### src/rtl/mrt_pkg.sv
// Package for the masked route table: status codes, default depth and the
// token that travels the cell chain. No dependencies.
package mrt_pkg;

    localparam int MRT_TABLE_DEPTH = 16;

    typedef enum logic [2:0] {
        ST_ADDED    = 3'd0,
        ST_NO_IFACE = 3'd1,
        ST_FULL     = 3'd2,
        ST_HIT      = 3'd3,
        ST_MISS     = 3'd4
    } status_t;

    // One beat in flight along the chain. For a lookup, gw and iface carry
    // the winning route once hit is set; for an add they carry the new route.
    typedef struct packed {
        logic        valid;
        logic        lookup;
        logic        write;
        logic        hit;
        status_t     status;
        logic [31:0] addr;
        logic [31:0] mask;
        logic [31:0] gw;
        logic [7:0]  iface;
    } mrt_token_t;

endpackage

### src/rtl/mrt_cell.sv
// One route table cell: holds a single entry and passes the token on.
// Depends on mrt_pkg.
module mrt_cell #(
    parameter int TABLE_DEPTH = mrt_pkg::MRT_TABLE_DEPTH,
    parameter int INDEX       = 0,
    parameter int CNT_W       = $clog2(TABLE_DEPTH + 1)
) (
    input  logic                clk,
    input  logic                rst_n,
    input  logic                shift_en,
    input  logic [CNT_W-1:0]    count,
    input  mrt_pkg::mrt_token_t tok_in,
    output mrt_pkg::mrt_token_t tok_out
);
    import mrt_pkg::*;

    logic [31:0] dest_reg;
    logic [31:0] mask_reg;
    logic [31:0] gw_reg;
    logic [7:0]  iface_reg;
    mrt_token_t  tok_reg;
    mrt_token_t  tok_next;
    logic        occupied;
    logic        match;
    logic        write_en;

    always_comb
    begin
        occupied = CNT_W'(INDEX) < count;
        match    = (tok_in.addr & mask_reg) == dest_reg;
        tok_next = tok_in;
        // the first cell that matches wins; later cells see hit set
        if (tok_in.valid && tok_in.lookup && !tok_in.hit && occupied && match)
        begin
            tok_next.hit    = 1'b1;
            tok_next.status = ST_HIT;
            tok_next.gw     = gw_reg;
            tok_next.iface  = iface_reg;
        end
    end

    // count is bumped only when the beat leaves the chain, so the new route
    // lands at index count
    assign write_en = shift_en && tok_in.valid && tok_in.write
                      && (CNT_W'(INDEX) == count);

    always_ff @(posedge clk)
    begin
        if (write_en)
        begin
            dest_reg  <= tok_in.addr;
            mask_reg  <= tok_in.mask;
            gw_reg    <= tok_in.gw;
            iface_reg <= tok_in.iface;
        end
    end

    always_ff @(posedge clk or negedge rst_n)
    begin
        if (!rst_n)
        begin
            tok_reg <= '0;
        end
        else if (shift_en)
        begin
            tok_reg <= tok_next;
        end
    end

    assign tok_out = tok_reg;

endmodule

### config.mk
export PLATFORM = sky130hd
export DESIGN_NAME = mrt_cell
export DESIGN_NICKNAME = d
export VERILOG_FILES = /design/src/rtl/mrt_pkg.sv /design/src/rtl/mrt_cell.sv
export SDC_FILE = /design/constraint.sdc
export NUM_CORES = 1
export LEC_CHECK = 0
export ABC_AREA = 0
export ABC_CLOCK_PERIOD_IN_PS = 2300
export BUFFER_PORTS_ARGS = -buffer_cell sky130_fd_sc_hd__buf_2
export CAP_MARGIN = 0
export CORE_ASPECT_RATIO = 0.9
export CORE_MARGIN = 8
export CORE_UTILIZATION = 36
export CTS_CLUSTER_DIAMETER = 50
export DETAILED_ROUTE_END_ITERATION = 12
export GPL_TIMING_DRIVEN = 0
export HOLD_SLACK_MARGIN = 0.06
export PLACE_DENSITY_LB_ADDON = 0.15
export REMOVE_ABC_BUFFERS = 1
export SYNTH_ARGS = -nofsm -noshare
export SYNTH_HDL_FRONTEND = slang
export SYNTH_SLANG_ARGS = --single-unit
### constraint.sdc
create_clock -name clk -period 2.3 [get_ports clk]
set_input_delay 0.23 -clock clk [delete_from_list [all_inputs] [get_ports clk]]
set_output_delay 0.23 -clock clk [all_outputs]
set_load 0.01 [all_outputs]
==> results of run 1 <==
==> per-layer routing <==
layer  GRT usage  part of all wire  vias up  wire length [um]
met4      0.0462             0.024        0               571
li1            -                 -     2927                 -
met2       0.251              0.46      229             10800
met3      0.0537             0.088       38              2090
met5           0                 0        -                 0
met1       0.210              0.43     3082             10200
==> power groups by stage <==
| stage | clock network, W | logic (W) | registers (W) |
|---|---|---|---|
| 3_5_place_dp | 0 | 0.000821 | 0.00440 |
| 2_1_floorplan | 0 | 0.000221 | 0.00449 |
| 3_3_place_gp | 0 | 0.000794 | 0.00439 |
| 5_1_grt | 0.00474 | 0.00106 | 0.00436 |
| 4_1_cts | 0.00458 | 0.000975 | 0.00433 |
| 6_report | 0.00446 | 0.000968 | 0.00433 |
==> area by class of cell <==
class / count / area share
sequential: 215 / 0.480
timing repair buffer: 361 / 0.211
multi-input combinational: 333 / 0.198
clock buffer: 38 / 0.0667
tap: 302 / 0.0307
clock inverter: 14 / 0.0129
antenna: 1 / 0.000204
==> worst max-delay path by stage <==
stage	startpoint	depth (start not counted)	slack, ns	end
after floorplan	count[3]	3	-1.50	dest_reg[0]$_DFFE_PP_
after global placement	shift_en	2	-4.43	dest_reg[16]$_DFFE_PP_
after detailed placement	dest_reg[16]$_DFFE_PP_	8	-0.52	tok_out[106]$_DFFE_PN0P_
after CTS	dest_reg[16]$_DFFE_PP_	9	0.03	tok_out[106]$_DFFE_PN0P_
after global routing	dest_reg[31]$_DFFE_PP_	9	-0.07	tok_out[29]$_DFFE_PN0P_
final	tok_in[103]	11	0.07	tok_out[29]$_DFFE_PN0P_
==> kinds of logic after synthesis <==
logic type | count (synthesis) | share of synthesized area
buf+inv | 34 | 0.0316
xor+xnor | 8 | 0.00831
simple gates | 131 | 0.0805
compound gates | 122 | 0.0885
flops | 215 | 0.700
mux | 68 | 0.0909
==> worst reg2reg max path, cell delays in order, from the launching register on <==
cell and delay [ns]:
edfxtp_1 0.39, a21o_1 0.19, a211oi_2 0.23, nand4_1 0.13
buf_6 0.17, nor4_4 0.34, buf_6 0.21, buf_12 0.14
nand3_2 0.09, a31oi_2 0.23
==> repair_timing <==
action / 4_1_cts / 5_1_grt
gates resized for setup: 4 / 35
pin swaps: 6 / 38
hold buffers: 111 / 0
setup endpoints to repair: 44 / 32
endpoints found under the hold margin: 265 / 0
setup buffers: 7 / 5
cloned: 2 / 4
==> stage by stage <==
stage	instance area [sq um]	setup slack, ns
floorplan	8160	-1.50
global placement	9680	-4.43
detailed placement	9850	-0.519
CTS	12000	0.0255
global route	12300	-0.0698
finish	12300	0.0678
==> cell usage after synthesis (9+ instances only) <==
library cell / count / area share
dfrtp_1: 111 / 0.33
edfxtp_1: 104 / 0.37
mux2_2: 68 / 0.091
nand3_1: 46 / 0.027
nor2_1: 46 / 0.020
a31oi_1: 40 / 0.030
o21ai_1: 39 / 0.023
a21oi_1: 18 / 0.011
clkbuf_1: 17 / 0.0076
buf_6: 9 / 0.012
nand2_1: 9 / 0.0040
==> run summary, run 1 <==
The flow ran to the end, and the final reports show no timing, DRC or antenna violations. The via count of the first global-routing pass came to 6833. The sum of negative setup slack is 0 ns. The die extent in x is 177 um.

The total global-route track usage came out at 0.161. For flop-to-flop paths, the worst setup slack is 0.09 ns. The arrival time of the worst setup path came out at 2.66 ns. The library cell used most frequently in the layout, excluding fill and tap cells, is buf_2. From bottom edge to top edge, the die measures 161 um.

The ratio of cells with drive above 1 in the final layout came out at 0.429. The startpoint identified for the worst register-to-register timing path is dest_reg[31]$_DFFE_PP_. Buffers placed on the I/O ports in this run total 229. The remaining antenna violation count after routing came out at 0.

Leaving out fill and tap cells, the most frequent cells in the layout are buf_2 (227), dlygate4sd3_1 (111), dfrtp_1 (111), edfxtp_1 (104), mux2_2 (67). The overall overflow remaining after global route is 0. The H-tree level count came out at 1. At the end of routability-driven placement, the weighted congestion stood at 0.714.

The post-synthesis sequential element count came out at 215. The worst register-to-register path ends at tok_out[29]$_DFFE_PN0P_. The leakage component of the power is 4.97 nW. The number of antenna violations at the first check in global routing came out at 1. The number of buffers inserted during clock tree synthesis came out at 28. The area overhead of the layout relative to synthesis came out at 45.8%.

The worst setup path is launched from an input port. The time the worst path needs with I/O delays and setup is 2.23 ns. TritonCTS built the clock tree. The design internal power came out at 0.00756 W. The count of pins on the block boundary is 230.

For the pin with the worst max-slew slack, the measured transition is 0.756 ns. The final-report max-slew violation count came out at 0. No sink is reached through more buffers than the 3 on the longest clock path. The number of unique standard cell types used by synthesis came out at 33. Setup repair after global routing could not meet its margin everywhere. In this design, the critical path's most frequently occurring cell is buf_6. The worst register-to-register path has a depth of 9. The power spent charging and discharging nets is 0.00219 W. The detailed-route wire length came out at 23.7 mm. For this run, the leading register cell type out of synthesis is dfrtp_1.

The core footprint came out at 23100 sq um. The required time at the endpoint of the critical path came out at 2.72 ns. The footprint of the flip-flops and latches came out at 5900 sq um.

The count of buffering cells on the critical path with inverters included came out at 5. The count of nets after finishing came out at 1058. STA classifies the critical path endpoint as a flip-flop.

The area occupied by multi-input gates is 2440 sq um. The first-pass GRT wire length came out at 37.3 mm. The detailed placer's ending HPWL is 14.8 mm. Clock skew on the completed layout was measured at 0.0117 ns. The number of flip-flops in the largest register came out at 111. The count of vias placed by the detailed router came out at 6276.

Counting instances, the worst hold path has a depth of 3. Dividing the final minimum period by the clock period gives 0.971. The initialized floorplan defines 53 standard-cell rows. The count of clock tree sinks came out at 215. The cell family contributing the most delay on the critical path is buffers and inverters. Traced cell by cell, the critical path runs through dlygate4sd3_1 -> buf_2 -> a21o_1 -> a211oi_2 -> nand4_1 -> buf_6 -> nor4_4 -> buf_6 -> buf_12 -> nand3_2 -> a31oi_2. For the worst-skew pair, the clock arrives at the later sink with an insertion delay of 0.52 ns. After layout, the design draws a total of 0.00976 W. The mean post-synth cell area is 14.6 sq um. The layout has 1953 filler cells.

The setup-violating endpoint count in the final report came out at 0. The die covers 28600 sq um. The number of DRC violations after detailed-routing iteration 0 is 315. The tightest hold path in the finished design has a slack of 0.113 ns. Max-cap violations in this run came to 0. The delay of the slowest cell on the worst path came out at 0.54 ns. The worst hold path terminates at tok_out[106]$_DFFE_PN0P_. The number of design rule violations left after detail routing came out at 0. The initial cell density of the core is 0.364. The clock network power share is 0.457. The synthesized cell area came out at 8430 sq um.

The pre-antenna-repair detailed-routing pass consisted of 5 iterations. For this run, the number of Yosys warnings is 0. Of the total power, the share spent switching nets is 0.225.

The maximum clock frequency is 0.448 GHz. After clock tree synthesis, the clock-pin slew on the worst setup and hold paths is 0.05 ns. The number of placed instances, taps included came out at 1082. The fraction of the yosys area taken by sequential cells is 0.700.

The critical path is of the in2reg type. The share of total power in combinational logic is 0.099. For this run, the share of the core covered by cells in the final layout is 0.531. The largest net degree at the start of global routing is 98. The fraction of power consumed by sequential logic came out at 0.444.

The routed wirelength normalized by instance count is 18.7 um. After detailed routing, the number of vias per cell comes to 4.97. Of all nets on the critical path, the largest fanout is 7. The startpoint identified for the worst hold timing path is tok_in[106].

The cell area power density came out at 794 nW/um^2. The number of synthesized flops with an enable pin is 104. The root cell of the clock tree is clkbuf_16. The share of synthesized registers carrying an async set or reset is 0.516.

In the synthesized netlist, the number of instances is 578. The final number of hold-violating endpoints came out at 0. The largest individual stage delay along the critical path comes from the cell dlygate4sd3_1. In this run the tightest slew margin relative to its limit is 0.496.

The worst-case IR drop observed on VDD is 0.505 mV. The number of standard cells in the final layout excluding fillers is 1264. The worst min-delay path class is in2reg.
Note: power is estimated with default switching activity, not from simulation.
==> inputs of run 2 (changes only) <==
==> constraint.sdc (replaced) <==
create_clock -name clk -period 2.3 [get_ports clk]
set_input_delay 0.46 -clock clk [delete_from_list [all_inputs] [get_ports clk]]
set_output_delay 0.46 -clock clk [all_outputs]
set_load 0.01 [all_outputs]
==> run summary, run 2 (synthesis results as in run 1) <==
The setup-violating endpoint count in the final report is 0 (unchanged). The count of clock tree sinks came to 215 (unchanged). The root buffer cell chosen for the clock tree is clkbuf_16. Leaving out fill and tap cells, the most frequent cells in the layout are buf_2 (227), dfrtp_1 (111), edfxtp_1 (104), mux2_2 (67), nor2_1 (46). The largest net degree at the start of global routing is 99 (+1.0%).

The clock transition time at the flip-flop clock pins of the worst setup and hold paths is 0.06 ns (about the same). The transition time at the pin with the least slew margin is 0.678 ns (-0.0784 ns). The number of DRC violations after detailed-routing iteration 0 came out at 300 (-4.8%). The switching share of power is 0.225 (about the same). The leakage component of the power is 4.51 nW (-9.2%).

The die extent in x came to 177 um (unchanged). The ratio of routed vias to standard cells came out at 5.10 (+2.7%). The count of nets after finishing came out at 949 (-10%).

The post-route standard cell area excluding fillers came out at 11200 sq um (-8.9%). The power spent charging and discharging nets is 0.00216 W (-1.7%). The overall overflow remaining after global route is 0 (unchanged). The maximum clock frequency came out at 0.453 GHz (+1.2%). The final-report max-slew violation count came out at 0 (unchanged).

The placer's final routability congestion estimate was 0.714 (unchanged). The clock network power share is 0.463 (+0.006). The fraction of power consumed by sequential logic is 0.451 (+0.007). The maximum number of buffers from clock root to sink is 3 (unchanged). The post-detailed-placement cell area is 9850 sq um (unchanged). The initial cell density of the core came out at 0.364 (unchanged). The critical path in this run is classified as reg2reg. The remaining antenna violation count after routing is 0 (unchanged). The number of buffers added on ports is 229 (unchanged). The library cell used most frequently in the layout, excluding fill and tap cells, is buf_2. The run finished with clean final reports. The relative slew slack came out at 0.548 (+0.0523). The via count of the first global-routing pass came out at 6316 (-7.6%). The time the worst path needs with I/O delays and setup is 2.21 ns (-0.0261 ns). Setup repair after global routing could not meet its margin everywhere.

The minimum hold slack came out at 0.126 ns (+0.0130 ns). The total global-route track usage is 0.155 (-0.00534). The core footprint was 23100 sq um (unchanged). The number of antenna violations at the first check in global routing is 4 (+3). The number of flip-flops in the largest register was 111 (unchanged). The number of diodes came out at 0 (-1). The maximum VDD drop is 0.500 mV (-1.0%).

The overall die area was 28600 sq um (unchanged). The number of buffers inserted during clock tree synthesis came out at 28 (unchanged). The standard-cell row count came out at 53 (unchanged). The worst setup path is launched from a flip-flop. The final number of hold-violating endpoints came out at 0 (unchanged). The maximum net fanout on the critical path came out at 7 (unchanged). The area overhead of the layout relative to synthesis came out at 32.9%. The later-pin clock latency in the skew report came out at 0.52 ns (about the same). The ratio of cells with drive above 1 in the final layout came to 0.485 (+0.0560). The cell area power density came out at 857 nW/um^2 (+8.0%).

The first-pass GRT wire length came out at 35.5 mm (-4.8%). The worst min-delay path class is in2reg. STA classifies the critical path endpoint as a flip-flop. The total iterations of the first detailed-routing run came out at 4 (-1).

The detailed placer's ending HPWL is 14.8 mm (unchanged). The number of design rule violations left after detail routing came out at 0 (unchanged). The share of the clock period used by the worst path after layout came out at 0.959 (-0.0113). The reported max-cap violation count is 0 (unchanged). The required time at the endpoint of the critical path is 2.72 ns (about the same). The overall die height was 161 um (unchanged). The arrival time of the worst setup path was 2.63 ns (-0.03 ns). The largest clock skew in the final design is 0.0120 ns (+0.000242 ns).

The share of total power in combinational logic came out at 0.085 (-0.014). The routed wirelength normalized by instance count came to 19.9 um (+6.5%). The design internal power came out at 0.00744 W (-1.6%). The detailed-route wire length came out at 23.0 mm (-2.7%).

The H-tree level count is 1 (unchanged). The count of vias placed by the detailed router is 5886 (-6.2%). TritonCTS built the clock tree. The count of pins on the block boundary was 230 (unchanged).
[run 2: cell count changes in the layout (fill, tap and decap cells not counted), sizes merged]
| cell | previous run | this run |
|---|---|---|
| diode | 1 | 0 |
| and4 | 1 | 2 |
| dlygate4sd3 | 111 | 1 |
[run 2: path summary, 6_finish.rpt]
check,from,end,slack (ns),depth (start not counted)
hold / removal,tok_in[61],mask_reg[21]$_DFFE_PP_,0.13,1
hold reg to reg,tok_out[97]$_DFFE_PN0P_,tok_out[97]$_DFFE_PN0P_,0.50,1
setup / recovery,dest_reg[31]$_DFFE_PP_,tok_out[29]$_DFFE_PN0P_,0.09,9
max in group asynchronous,rst_n,tok_out[20]$_DFFE_PN0P_,1.12,3
setup reg to reg,dest_reg[31]$_DFFE_PP_,tok_out[29]$_DFFE_PN0P_,0.09,9
min in group asynchronous,rst_n,tok_out[103]$_DFFE_PN0P_,0.47,2
[run 2: layout make-up]
| cell class | instances | area (sq um) |
|---|---|---|
| clock buffer | 38 | 820 |
| clock inverter | 14 | 159 |
| fill | 2075 | 11900 |
| multi-input combinational | 334 | 2450 |
| sequential | 215 | 5900 |
| tap | 302 | 378 |
| timing repair buffer | 251 | 1490 |
[run 2: through the flow]
| step | setup TNS (ns) | util | std cells | setup slack, ns | total power, W |
|---|---|---|---|---|---|
| global route | -0.617 | 0.484 | 1154 | -0.0698 | 0.00999 |
| floorplan | -194.13 | - | 544 | -1.73 | 0.00472 |
| finish | 0 | 0.484 | 1154 | 0.0939 | 0.00960 |
| detailed placement | -67.11 | 0.426 | 1082 | -0.734 | 0.00522 |
| global placement | -675.44 | 0.418 | 1075 | -4.66 | 0.00519 |
| CTS | 0 | 0.472 | 1145 | 0.0255 | 0.00974 |
[run 2: repair_timing]
item,CTS,global route
setup buffers,7,5
gates cloned,3,4
hold buffers,1,0
setup endpoints to repair,100,32
hold endpoints to repair,51,0
gates resized for setup,4,35
pin swaps,7,38
[run 2: critical path, cell delays in order, from the launching register on]
cell and delay, ns:
edfxtp_1 0.39, a21o_1 0.19, a211oi_2 0.23, nand4_1 0.14, buf_6 0.17, nor4_4 0.33, buf_6 0.20, buf_12 0.14
nand3_2 0.09, a31oi_2 0.23
[run 2: power groups by stage]
stage          sequential, W  clock, W  combinational [W]
3_3_place_gp         0.00439         0           0.000794
6_report             0.00433   0.00445           0.000818
5_1_grt              0.00436   0.00473           0.000904
3_5_place_dp         0.00440         0           0.000821
4_1_cts              0.00433   0.00458           0.000829
2_1_floorplan        0.00449         0           0.000221
[run 2: metal layers]
metal / track usage / part of all wire / vias to the layer above
met4: 0.0382 / 0.021 / 8
li1: - / - / 2711
met3: 0.0576 / 0.096 / 42
met2: 0.241 / 0.45 / 234
met5: 0 / 0.0021 / -
met1: 0.203 / 0.43 / 2891
